`src/rtl/lbmt_pkg.sv`:
```
`timescale 1ns / 1ps
`default_nettype none

package lbmt_pkg;

    localparam int MAX_BEAMS_DEF    = 2048;
    localparam int CORDIC_STEPS_DEF = 16;

    localparam int BEAM_W   = 11;
    localparam int RANGE_W  = 16;
    localparam int POS_W    = 24;
    localparam int QUAT_W   = 16;
    localparam int ANGLE_W  = 16;
    localparam int REG_W    = 16;
    localparam int REG_IDX_W = 3;

    localparam int S_TDATA_W = 144;
    localparam int M_TDATA_W = 64;

    localparam int CW      = 36;
    localparam int MA_W    = 34;
    localparam int MB_W    = 20;
    localparam int PROD_W  = MA_W + MB_W;
    localparam int ACC_W   = 56;
    localparam int RND_W   = ACC_W - 30;
    localparam int VEC_W   = 20;
    localparam int ANGLE_IDX_W = 5;

    localparam logic signed [CW-1:0] GAIN_Q30     = 36'sd652032874;
    localparam logic signed [CW-1:0] ONE_Q30      = 36'sd1073741824;
    localparam logic signed [CW-1:0] QUARTER_TURN = 36'sd1073741824;
    localparam logic signed [CW-1:0] HEADING_HALF = 36'sd32768;
    localparam logic signed [ACC_W-1:0] ROUND_HALF = 56'sd536870912;

    localparam logic KIND_POSE = 1'b0;
    localparam logic KIND_BEAM = 1'b1;

    typedef enum logic [REG_IDX_W-1:0] {
        REG_FIRST_BEAM_ANGLE = 3'd0,
        REG_BEAM_ANGLE_STEP  = 3'd1,
        REG_MIN_VALID_RANGE  = 3'd2,
        REG_MAX_VALID_RANGE  = 3'd3,
        REG_MOUNT_OFFSET_X   = 3'd4,
        REG_MOUNT_OFFSET_Y   = 3'd5,
        REG_MOUNT_YAW        = 3'd6
    } cfg_reg_t;

    typedef enum logic [4:0] {
        ST_IDLE,
        ST_POSE_M0,
        ST_POSE_M1,
        ST_POSE_M2,
        ST_POSE_M3,
        ST_POSE_M4,
        ST_POSE_M5,
        ST_VEC_PRE,
        ST_VEC,
        ST_VEC_END,
        ST_BEAM_M0,
        ST_ROT_LOAD,
        ST_ROT,
        ST_ROT_END,
        ST_LASER_M0,
        ST_LASER_M1,
        ST_LASER_M2,
        ST_XF_M0,
        ST_XF_M1,
        ST_XF_M2,
        ST_XF_M3,
        ST_XF_M4,
        ST_XF_M5,
        ST_OUT
    } state_t;

    typedef enum logic [1:0] {
        PASS_BEAM,
        PASS_MOUNT,
        PASS_EGO
    } pass_t;

    function automatic logic [31:0] atan_entry(input logic [ANGLE_IDX_W-1:0] idx);
        logic [31:0] v;
        case (idx)
            5'd0:  v = 32'd536870912;
            5'd1:  v = 32'd316933406;
            5'd2:  v = 32'd167458907;
            5'd3:  v = 32'd85004756;
            5'd4:  v = 32'd42667331;
            5'd5:  v = 32'd21354465;
            5'd6:  v = 32'd10680862;
            5'd7:  v = 32'd5340245;
            5'd8:  v = 32'd2670163;
            5'd9:  v = 32'd1335087;
            5'd10: v = 32'd667544;
            5'd11: v = 32'd333772;
            5'd12: v = 32'd166886;
            5'd13: v = 32'd83443;
            5'd14: v = 32'd41722;
            5'd15: v = 32'd20861;
            5'd16: v = 32'd10430;
            5'd17: v = 32'd5215;
            5'd18: v = 32'd2608;
            5'd19: v = 32'd1304;
            5'd20: v = 32'd652;
            5'd21: v = 32'd326;
            5'd22: v = 32'd163;
            5'd23: v = 32'd81;
            default: v = 32'd0;
        endcase
        return v;
    endfunction

    function automatic logic signed [RND_W-1:0] round_q30(input logic signed [ACC_W-1:0] v);
        logic signed [ACC_W-1:0] t;
        t = v + ROUND_HALF;
        return t[ACC_W-1:30];
    endfunction

    function automatic logic signed [POS_W-1:0] sat24(input logic signed [POS_W:0] v);
        logic signed [POS_W-1:0] r;
        if (v[POS_W] != v[POS_W-1]) begin
            r = v[POS_W] ? {1'b1, {(POS_W-1){1'b0}}} : {1'b0, {(POS_W-1){1'b1}}};
        end else begin
            r = v[POS_W-1:0];
        end
        return r;
    endfunction

endpackage

`default_nettype wire

```
`src/rtl/lidar_beam_to_map_transform.sv`:
```
`timescale 1ns / 1ps
`default_nettype none

// Converts lidar beams to map points. A pose transaction (tuser 0) stores the ego position
// and derives the heading from the quaternion by a vectoring CORDIC; it gives no result. A
// beam transaction (tuser 1) is range checked and passed through three rotation CORDIC runs
// (beam angle, mount yaw, ego heading) on one shared CORDIC and one shared multiplier; an
// invalid beam skips them and gives a result flagged invalid with zero coordinates, and a
// beam before any pose is dropped without a result. The output register lets the next
// transaction in while a result waits; the block stalls only if a second result is due
// before the first has been taken.

module lidar_beam_to_map_transform
    import lbmt_pkg::*;
#(
    parameter int MAX_BEAMS    = MAX_BEAMS_DEF,
    parameter int CORDIC_STEPS = CORDIC_STEPS_DEF
) (
    input  wire                      aclk,
    input  wire                      aresetn,
    input  wire                      cfg_we,
    input  wire  [REG_IDX_W-1:0]     cfg_index,
    input  wire  [REG_W-1:0]         cfg_wdata,
    input  wire                      s_tvalid,
    output logic                     s_tready,
    // beam_number, range_mm, range_finite, pose_x_mm, pose_y_mm, quat_x, quat_y, quat_z,
    // quat_w, zero padding
    input  wire  [S_TDATA_W-1:0]     s_tdata,
    // kind
    input  wire                      s_tuser,
    output logic                     m_tvalid,
    input  wire                      m_tready,
    // point_x_mm, point_y_mm, point_beam, zero padding
    output logic [M_TDATA_W-1:0]     m_tdata,
    // point_valid
    output logic                     m_tuser
);

    localparam int STEP_W = $clog2(CORDIC_STEPS);

    state_t state_reg, state_next;
    pass_t  pass_reg, pass_next;

    logic [ANGLE_W-1:0]        cfg_first_reg;
    logic [REG_W-1:0]          cfg_step_reg;
    logic [RANGE_W-1:0]        cfg_min_reg;
    logic [RANGE_W-1:0]        cfg_max_reg;
    logic signed [REG_W-1:0]   cfg_off_x_reg;
    logic signed [REG_W-1:0]   cfg_off_y_reg;
    logic [ANGLE_W-1:0]        cfg_yaw_reg;

    logic signed [POS_W-1:0]   ego_x_reg, ego_x_next;
    logic signed [POS_W-1:0]   ego_y_reg, ego_y_next;
    logic [ANGLE_W-1:0]        heading_reg, heading_next;
    logic                      pose_known_reg, pose_known_next;

    logic [BEAM_W-1:0]         beam_reg, beam_next;
    logic [RANGE_W-1:0]        range_reg, range_next;
    logic signed [QUAT_W-1:0]  qx_reg, qx_next, qy_reg, qy_next;
    logic signed [QUAT_W-1:0]  qz_reg, qz_next, qw_reg, qw_next;

    logic signed [CW-1:0]      cx_reg, cx_next, cy_reg, cy_next, cz_reg, cz_next;
    logic [STEP_W-1:0]         step_reg, step_next;
    logic                      flip_reg, flip_next;
    logic signed [MA_W-1:0]    cos_reg, cos_next, sin_reg, sin_next;
    logic signed [PROD_W-1:0]  prod_reg;
    logic signed [ACC_W-1:0]   acc_reg, acc_next;
    logic signed [VEC_W-1:0]   vx_reg, vx_next, vy_reg, vy_next, tx_reg, tx_next;

    logic signed [POS_W-1:0]   res_x_reg, res_x_next, res_y_reg, res_y_next;
    logic                      res_valid_reg, res_valid_next;

    logic signed [POS_W-1:0]   out_x_reg, out_x_next, out_y_reg, out_y_next;
    logic [BEAM_W-1:0]         out_beam_reg, out_beam_next;
    logic                      out_valid_reg, out_valid_next;
    logic                      m_tvalid_reg, m_tvalid_next;

    logic signed [MA_W-1:0]    mul_a;
    logic signed [MB_W-1:0]    mul_b;
    logic signed [PROD_W-1:0]  mul_p;

    logic signed [CW-1:0]      dx, dy, atan_v;
    logic                      last_step;
    logic signed [VEC_W-1:0]   rnd_acc, rnd_prod;
    logic [ANGLE_W-1:0]        rot_ang;
    logic signed [ANGLE_W:0]   ang_ext, ang_fold;
    logic                      ang_flip;

    logic [BEAM_W-1:0]         in_beam;
    logic [RANGE_W-1:0]        in_range;
    logic                      in_finite;
    logic                      in_valid;
    logic signed [POS_W:0]     sum_x, sum_y;

    assign in_beam   = s_tdata[10:0];
    assign in_range  = s_tdata[26:11];
    assign in_finite = s_tdata[27];
    assign in_valid  = in_finite && (in_range >= cfg_min_reg) && (in_range <= cfg_max_reg)
                       && (17'(in_beam) < 17'(MAX_BEAMS));

    assign s_tready = (state_reg == ST_IDLE);
    assign m_tvalid = m_tvalid_reg;
    assign m_tdata  = {5'd0, out_beam_reg, out_y_reg, out_x_reg};
    assign m_tuser  = out_valid_reg;

    // Shared multiplier operand selection.
    always_comb begin
        mul_a = cos_reg;
        mul_b = vx_reg;
        case (state_reg)
            ST_POSE_M0: begin
                mul_a = MA_W'(qw_reg);
                mul_b = MB_W'(qz_reg);
            end
            ST_POSE_M1: begin
                mul_a = MA_W'(qx_reg);
                mul_b = MB_W'(qy_reg);
            end
            ST_POSE_M2: begin
                mul_a = MA_W'(qy_reg);
                mul_b = MB_W'(qy_reg);
            end
            ST_POSE_M3: begin
                mul_a = MA_W'(qz_reg);
                mul_b = MB_W'(qz_reg);
            end
            ST_BEAM_M0: begin
                mul_a = MA_W'($signed({1'b0, beam_reg}));
                mul_b = MB_W'($signed(cfg_step_reg));
            end
            ST_LASER_M0: begin
                mul_a = cos_reg;
                mul_b = MB_W'($signed({1'b0, range_reg}));
            end
            ST_LASER_M1: begin
                mul_a = sin_reg;
                mul_b = MB_W'($signed({1'b0, range_reg}));
            end
            ST_XF_M0: begin
                mul_a = cos_reg;
                mul_b = vx_reg;
            end
            ST_XF_M1: begin
                mul_a = sin_reg;
                mul_b = vy_reg;
            end
            ST_XF_M2: begin
                mul_a = sin_reg;
                mul_b = vx_reg;
            end
            ST_XF_M3: begin
                mul_a = cos_reg;
                mul_b = vy_reg;
            end
            default: begin
                mul_a = cos_reg;
                mul_b = vx_reg;
            end
        endcase
    end

    assign mul_p = mul_a * mul_b;

    assign dx        = cy_reg >>> step_reg;
    assign dy        = cx_reg >>> step_reg;
    assign atan_v    = $signed(CW'(atan_entry(ANGLE_IDX_W'(step_reg))));
    assign last_step = (step_reg == STEP_W'(CORDIC_STEPS - 1));
    assign rnd_acc   = VEC_W'(round_q30(acc_reg));
    assign rnd_prod  = VEC_W'(round_q30(ACC_W'(prod_reg)));
    assign sum_x     = (POS_W + 1)'(ego_x_reg) + (POS_W + 1)'(tx_reg);
    assign sum_y     = (POS_W + 1)'(ego_y_reg) + (POS_W + 1)'(rnd_acc);

    // Angle for the next rotation run, folded into the quarter turns either side of zero.
    always_comb begin
        case (pass_reg)
            PASS_BEAM:  rot_ang = cfg_first_reg + prod_reg[ANGLE_W-1:0];
            PASS_MOUNT: rot_ang = cfg_yaw_reg;
            PASS_EGO:   rot_ang = heading_reg;
            default:    rot_ang = heading_reg;
        endcase
        ang_ext  = {rot_ang[ANGLE_W-1], rot_ang};
        ang_fold = ang_ext;
        ang_flip = 1'b0;
        if (ang_ext > 17'sd16384) begin
            ang_fold = ang_ext - 17'sd32768;
            ang_flip = 1'b1;
        end else if (ang_ext < -17'sd16384) begin
            ang_fold = ang_ext + 17'sd32768;
            ang_flip = 1'b1;
        end
    end

    always_comb begin
        state_next      = state_reg;
        pass_next       = pass_reg;
        ego_x_next      = ego_x_reg;
        ego_y_next      = ego_y_reg;
        heading_next    = heading_reg;
        pose_known_next = pose_known_reg;
        beam_next       = beam_reg;
        range_next      = range_reg;
        qx_next         = qx_reg;
        qy_next         = qy_reg;
        qz_next         = qz_reg;
        qw_next         = qw_reg;
        cx_next         = cx_reg;
        cy_next         = cy_reg;
        cz_next         = cz_reg;
        step_next       = step_reg;
        flip_next       = flip_reg;
        cos_next        = cos_reg;
        sin_next        = sin_reg;
        acc_next        = acc_reg;
        vx_next         = vx_reg;
        vy_next         = vy_reg;
        tx_next         = tx_reg;
        res_x_next      = res_x_reg;
        res_y_next      = res_y_reg;
        res_valid_next  = res_valid_reg;
        out_x_next      = out_x_reg;
        out_y_next      = out_y_reg;
        out_beam_next   = out_beam_reg;
        out_valid_next  = out_valid_reg;
        m_tvalid_next   = m_tvalid_reg && !m_tready;

        case (state_reg)
            ST_IDLE: begin
                if (s_tvalid) begin
                    beam_next  = in_beam;
                    range_next = in_range;
                    qx_next    = s_tdata[91:76];
                    qy_next    = s_tdata[107:92];
                    qz_next    = s_tdata[123:108];
                    qw_next    = s_tdata[139:124];
                    if (s_tuser == KIND_POSE) begin
                        ego_x_next = s_tdata[51:28];
                        ego_y_next = s_tdata[75:52];
                        state_next = ST_POSE_M0;
                    end else if (pose_known_reg) begin
                        pass_next = PASS_BEAM;
                        if (in_valid) begin
                            state_next = ST_BEAM_M0;
                        end else begin
                            res_x_next     = '0;
                            res_y_next     = '0;
                            res_valid_next = 1'b0;
                            state_next     = ST_OUT;
                        end
                    end
                end
            end
            ST_POSE_M0: begin
                state_next = ST_POSE_M1;
            end
            ST_POSE_M1: begin
                acc_next   = ACC_W'(prod_reg);
                state_next = ST_POSE_M2;
            end
            ST_POSE_M2: begin
                acc_next   = acc_reg + ACC_W'(prod_reg);
                state_next = ST_POSE_M3;
            end
            ST_POSE_M3: begin
                cy_next    = CW'(acc_reg) <<< 1;
                acc_next   = ACC_W'(prod_reg);
                state_next = ST_POSE_M4;
            end
            ST_POSE_M4: begin
                acc_next   = acc_reg + ACC_W'(prod_reg);
                state_next = ST_POSE_M5;
            end
            ST_POSE_M5: begin
                cx_next    = ONE_Q30 - (CW'(acc_reg) <<< 1);
                state_next = ST_VEC_PRE;
            end
            ST_VEC_PRE: begin
                step_next = '0;
                cz_next   = '0;
                if (cx_reg == '0 && cy_reg == '0) begin
                    heading_next    = '0;
                    pose_known_next = 1'b1;
                    state_next      = ST_IDLE;
                end else begin
                    if (cx_reg[CW-1]) begin
                        if (!cy_reg[CW-1]) begin
                            cx_next = cy_reg;
                            cy_next = -cx_reg;
                            cz_next = QUARTER_TURN;
                        end else begin
                            cx_next = -cy_reg;
                            cy_next = cx_reg;
                            cz_next = -QUARTER_TURN;
                        end
                    end
                    state_next = ST_VEC;
                end
            end
            ST_VEC: begin
                if (!cy_reg[CW-1] && cy_reg != '0) begin
                    cx_next = cx_reg + dx;
                    cy_next = cy_reg - dy;
                    cz_next = cz_reg + atan_v;
                end else begin
                    cx_next = cx_reg - dx;
                    cy_next = cy_reg + dy;
                    cz_next = cz_reg - atan_v;
                end
                step_next = step_reg + 1'b1;
                if (last_step) begin
                    state_next = ST_VEC_END;
                end
            end
            ST_VEC_END: begin
                heading_next    = ANGLE_W'((cz_reg + HEADING_HALF) >>> 16);
                pose_known_next = 1'b1;
                state_next      = ST_IDLE;
            end
            ST_BEAM_M0: begin
                state_next = ST_ROT_LOAD;
            end
            ST_ROT_LOAD: begin
                cx_next    = GAIN_Q30;
                cy_next    = '0;
                cz_next    = CW'(ang_fold) <<< 16;
                flip_next  = ang_flip;
                step_next  = '0;
                state_next = ST_ROT;
            end
            ST_ROT: begin
                if (!cz_reg[CW-1]) begin
                    cx_next = cx_reg - dx;
                    cy_next = cy_reg + dy;
                    cz_next = cz_reg - atan_v;
                end else begin
                    cx_next = cx_reg + dx;
                    cy_next = cy_reg - dy;
                    cz_next = cz_reg + atan_v;
                end
                step_next = step_reg + 1'b1;
                if (last_step) begin
                    state_next = ST_ROT_END;
                end
            end
            ST_ROT_END: begin
                cos_next = flip_reg ? MA_W'(-cx_reg) : MA_W'(cx_reg);
                sin_next = flip_reg ? MA_W'(-cy_reg) : MA_W'(cy_reg);
                if (pass_reg == PASS_BEAM) begin
                    state_next = ST_LASER_M0;
                end else begin
                    state_next = ST_XF_M0;
                end
            end
            ST_LASER_M0: begin
                state_next = ST_LASER_M1;
            end
            ST_LASER_M1: begin
                vx_next    = rnd_prod;
                state_next = ST_LASER_M2;
            end
            ST_LASER_M2: begin
                vy_next    = rnd_prod;
                pass_next  = PASS_MOUNT;
                state_next = ST_ROT_LOAD;
            end
            ST_XF_M0: begin
                state_next = ST_XF_M1;
            end
            ST_XF_M1: begin
                acc_next   = ACC_W'(prod_reg);
                state_next = ST_XF_M2;
            end
            ST_XF_M2: begin
                acc_next   = acc_reg - ACC_W'(prod_reg);
                state_next = ST_XF_M3;
            end
            ST_XF_M3: begin
                tx_next    = rnd_acc;
                acc_next   = ACC_W'(prod_reg);
                state_next = ST_XF_M4;
            end
            ST_XF_M4: begin
                acc_next   = acc_reg + ACC_W'(prod_reg);
                state_next = ST_XF_M5;
            end
            ST_XF_M5: begin
                if (pass_reg == PASS_MOUNT) begin
                    vx_next    = VEC_W'(cfg_off_x_reg) + tx_reg;
                    vy_next    = VEC_W'(cfg_off_y_reg) + rnd_acc;
                    pass_next  = PASS_EGO;
                    state_next = ST_ROT_LOAD;
                end else begin
                    res_x_next     = sat24(sum_x);
                    res_y_next     = sat24(sum_y);
                    res_valid_next = 1'b1;
                    state_next     = ST_OUT;
                end
            end
            ST_OUT: begin
                if (!m_tvalid_reg || m_tready) begin
                    out_x_next     = res_x_reg;
                    out_y_next     = res_y_reg;
                    out_beam_next  = beam_reg;
                    out_valid_next = res_valid_reg;
                    m_tvalid_next  = 1'b1;
                    state_next     = ST_IDLE;
                end
            end
            default: begin
                state_next = ST_IDLE;
            end
        endcase
    end

    always_ff @(posedge aclk) begin
        if (!aresetn) begin
            state_reg      <= ST_IDLE;
            pass_reg       <= PASS_BEAM;
            m_tvalid_reg   <= 1'b0;
            pose_known_reg <= 1'b0;
            ego_x_reg      <= '0;
            ego_y_reg      <= '0;
            heading_reg    <= '0;
        end else begin
            state_reg      <= state_next;
            pass_reg       <= pass_next;
            m_tvalid_reg   <= m_tvalid_next;
            pose_known_reg <= pose_known_next;
            ego_x_reg      <= ego_x_next;
            ego_y_reg      <= ego_y_next;
            heading_reg    <= heading_next;
        end
    end

    always_ff @(posedge aclk) begin
        if (!aresetn) begin
            cfg_first_reg <= '0;
            cfg_step_reg  <= '0;
            cfg_min_reg   <= '0;
            cfg_max_reg   <= '1;
            cfg_off_x_reg <= '0;
            cfg_off_y_reg <= '0;
            cfg_yaw_reg   <= '0;
        end else if (cfg_we) begin
            case (cfg_index)
                REG_FIRST_BEAM_ANGLE: cfg_first_reg <= cfg_wdata;
                REG_BEAM_ANGLE_STEP:  cfg_step_reg  <= cfg_wdata;
                REG_MIN_VALID_RANGE:  cfg_min_reg   <= cfg_wdata;
                REG_MAX_VALID_RANGE:  cfg_max_reg   <= cfg_wdata;
                REG_MOUNT_OFFSET_X:   cfg_off_x_reg <= cfg_wdata;
                REG_MOUNT_OFFSET_Y:   cfg_off_y_reg <= cfg_wdata;
                REG_MOUNT_YAW:        cfg_yaw_reg   <= cfg_wdata;
                default: begin
                end
            endcase
        end
    end

    always_ff @(posedge aclk) begin
        beam_next_hold: begin
        end
        beam_reg      <= beam_next;
        range_reg     <= range_next;
        qx_reg        <= qx_next;
        qy_reg        <= qy_next;
        qz_reg        <= qz_next;
        qw_reg        <= qw_next;
        cx_reg        <= cx_next;
        cy_reg        <= cy_next;
        cz_reg        <= cz_next;
        step_reg      <= step_next;
        flip_reg      <= flip_next;
        cos_reg       <= cos_next;
        sin_reg       <= sin_next;
        prod_reg      <= mul_p;
        acc_reg       <= acc_next;
        vx_reg        <= vx_next;
        vy_reg        <= vy_next;
        tx_reg        <= tx_next;
        res_x_reg     <= res_x_next;
        res_y_reg     <= res_y_next;
        res_valid_reg <= res_valid_next;
        out_x_reg     <= out_x_next;
        out_y_reg     <= out_y_next;
        out_beam_reg  <= out_beam_next;
        out_valid_reg <= out_valid_next;
    end

    a_result_needs_pose: assert property (@(posedge aclk) disable iff (!aresetn)
        m_tvalid |-> pose_known_reg)
        else $error("Result presented before any pose was stored.");

    a_invalid_point_zero: assert property (@(posedge aclk) disable iff (!aresetn)
        (m_tvalid && !m_tuser) |-> (m_tdata[47:0] == 48'd0))
        else $error("Invalid point carries non-zero coordinates.");

    a_early_beam_dropped: assert property (@(posedge aclk) disable iff (!aresetn)
        (s_tvalid && s_tready && s_tuser == KIND_BEAM && !pose_known_reg)
        |=> (state_reg == ST_IDLE && !$rose(m_tvalid_reg)))
        else $error("Beam before any pose did not leave the block idle.");

    a_pose_starts_sequence: assert property (@(posedge aclk) disable iff (!aresetn)
        (s_tvalid && s_tready && s_tuser == KIND_POSE) |=> (state_reg == ST_POSE_M0))
        else $error("Pose transaction did not start the heading sequence.");

    a_result_waits: assert property (@(posedge aclk) disable iff (!aresetn)
        (state_reg == ST_OUT && m_tvalid && !m_tready) |=> (state_reg == ST_OUT))
        else $error("Pending result overwritten while output stalled.");

endmodule

`default_nettype wire
```
`config.mk`:
```
export PLATFORM = sky130hd
export DESIGN_NAME = lidar_beam_to_map_transform
export DESIGN_NICKNAME = d
export VERILOG_FILES = /design/src/rtl/lbmt_pkg.sv /design/src/rtl/lidar_beam_to_map_transform.sv
export SDC_FILE = /design/constraint.sdc
export NUM_CORES = 2
export LEC_CHECK = 0
export ABC_AREA = 0
export BUFFER_PORTS_ARGS = -buffer_cell sky130_fd_sc_hd__buf_2
export CAP_MARGIN = 20
export CORE_ASPECT_RATIO = 2
export CORE_MARGIN = 4
export CORE_UTILIZATION = 45
export DETAILED_ROUTE_END_ITERATION = 8
export PLACE_DENSITY = 0.72
export SETUP_SLACK_MARGIN = 0.4
export SYNTH_ARGS = -nofsm -noshare
export SYNTH_HDL_FRONTEND = slang
export SYNTH_SLANG_ARGS = --single-unit
```
`constraint.sdc`:
```
create_clock -name aclk -period 11 [get_ports aclk]
set_input_delay 0.55 -clock aclk [delete_from_list [all_inputs] [get_ports aclk]]
set_output_delay 0.55 -clock aclk [all_outputs]
set_load 0.03 [all_outputs]
```
==> reports/qor.yml <==
hp-start: "s_tdata[82]"
place_hpwl_um: 251500
synth_area_um2: 78060
final_cell_mix: "nand2_1 (1235), inv_1 (1035), nor2_1 (782)"
grt_use_total: 0.3458
cap_viol_max_count: 0
antenna_found_initial: 24
htreeDepth: 3
r2r_end: "prod_reg[48]$_DFF_P_"
via_per_inst: 6.102
initial_core_util: 0.4520
drv_slew: 0
cp_slowest_cell: "fa_1"
drive_gt1_frac: 0.08584
cp_data_arrival_time_ns: 10.81
grt_max_degree: 101
final_common_cell: "nand2_1"
finalSetupViolCount: 0
yosysUniqueCellTypes: 102
tritoncts: "done"
whs_endpoint: "qx_reg[6]$_DFFE_PP_"
syn_to_final_growth_pct: 8.738
fin_nets: 10464
path_common_cell: "fa_1"
slowest_delay_ns: 0.67
num_vias: 70065
period_share: 0.9276
drt_iter0_drc: 6298
startpoint_type: "flip-flop"
status: "finished clean"
pin_count: 236
core-area_um2: 172700
rsz0062_at_grt: "no"
worst_slew_pin_slew_ns: 1.333
routabilityCongestion: 1.057
worstPathRequired_ns: 11.61
r2r_cells: 30
whs_ns: 0.04461
cp_max_fo: 25
hp-class: "in2reg"
clock_sinks: 756
hold_depth: 1
hold_viol: 0
firstDrtPassIters: 6
num_rows: 216
rr_startpoint: "state_reg[0]$_SDFFE_PN0P_"
ys_async_sr_fraction: 0
wl_per_cell_um: 27.61
dieWidth_um: 302.5
ant_nets: 0
ys_seq_elements: 756
numCtsBuffers: 78
routed_wl_um: 317000
die_h_um: 597
rrSetupSlack_ns: 0.80
grt_pass1_vias: 71621
dieArea_um2: 180600
insertion_delay_ns: 0.70
path_buf_inv: 8
grt_pass1_wl_um: 458800
fin_ws_ns: 0.7969
tns_ns: 0
critical_path.top_delay_family: "adder cells"
cts-root-buf: "clkbuf_16"
clockBufferDepth: 3
pre_cts_slack_ns: 0.8971
syn_area_per_cell_um2: 8.596
grt.overflow.total: 0
syn_inst: 9081
synth_top_flop_cell: "edfxtp_1"
fin_skew_ns: 0.07131
port_buffers: 226
critical_path_class: "reg2reg"
period_minus_slack_ns: 10.20
crit_path_end_kind: "flip-flop"
synth-edff-count: 491
drc: 0
clkTransAtPathRegs_ns: 0.07
yosysWarnings: 0
yosysSeqAreaShare: 0.2569
fin_util: 0.4915
max_freq_ghz: 0.09801
max_slew_margin: 0.1116
-- synthesized netlist by cell type, drive strengths merged, types with 71 or more instances --
master,count,area share
nor3,143,0.0094
clkbuf,444,0.021
a21o,133,0.013
a21oi,683,0.044
ha,533,0.085
xor2,153,0.017
nand2,1238,0.060
xnor2,381,0.043
edfxtp,491,0.19
inv,1040,0.050
nand3,120,0.0077
mux2i,85,0.011
o21ai,438,0.028
dfxtp,265,0.068
nor2,788,0.038
o21bai,71,0.0068
fa,647,0.17
nand2b,109,0.0087
-- per-layer routing --
metal  track usage  vias to the layer above  part of all wire
li1              -                    30916                 -
met1        0.3247                    34135              0.30
met2        0.6020                     3449              0.49
met3       0.06685                     1555             0.072
met4        0.3635                       10              0.14
met5             0                        -           0.00021
-- cell families after synthesis --
kind of cell               after synthesis  share of synthesized area
AOI/OAI and AO/OA                     2082                     0.1708
xor gates and xnor gates               534                    0.05992
adders and majority gates             1181                     0.2515
buffers and inverters                 1553                    0.07543
DFF                                    756                     0.2569
muxes                                  150                    0.02605
other                                    1                 0.00004804
and+or+nand+nor                       2824                     0.1594
-- stage by stage --
step           area (um^2)  cells
5_1_grt              84860  11476
3_3_place_gp         82040  11314
6_report             84880  11483
3_5_place_dp         82040  11314
4_1_cts              84730  11460
2_1_floorplan        78080   9085
-- worst reg2reg max path, delay by kind of cell, from the launching register on --
kind / cells / cell delay, ns
fa+ha+maj: 8 / 4.18
compound gates: 8 / 2.33
buf+inv: 8 / 1.46
simple gates: 5 / 1.39
flops: 1 / 0.60
xor+xnor: 1 / 0.15
-- how the worst max path moves through the flow --
stage / from / to / slack (ns) / depth (start not counted)
after detailed placement: state_reg[3]$_SDFFE_PN0P_ / prod_reg[48]$_DFF_P_ / 0.90 / 32
after floorplan: state_reg[1]$_SDFFE_PN0P_ / prod_reg[49]$_DFF_P_ / 0.93 / 37
after global routing: state_reg[3]$_SDFFE_PN0P_ / prod_reg[49]$_DFF_P_ / 0.45 / 36
final: state_reg[0]$_SDFFE_PN0P_ / prod_reg[48]$_DFF_P_ / 0.80 / 30
after CTS: state_reg[3]$_SDFFE_PN0P_ / prod_reg[48]$_DFF_P_ / 0.80 / 32
after global placement: state_reg[3]$_SDFFE_PN0P_ / prod_reg[49]$_DFF_P_ / 0.91 / 33
-- timing repair --
| item | in CTS | in global routing |
|---|---|---|
| buffers inserted | 0 | 3 |
| hold endpoints to repair | 1 | 0 |
| setup endpoints to repair | 0 | 3 |
| gates resized for setup | 0 | 3 |
| hold buffers | 1 | 0 |
-- layout make-up --
cell class              count  area, um^2
multi-input cells        6776       52380
flip-flops and latches    756       20050
repair buffers            461        2960
diodes                     14       35.03
fillers                 16424       87820
inverters                1042        3915
clock inverters            44       576.8
clock buffers             101        2100
well taps                2289        2864
Power is left out: the tool's default activity adds up to more than one toggle a clock period on the data nets, which glitch-free logic cannot reach.
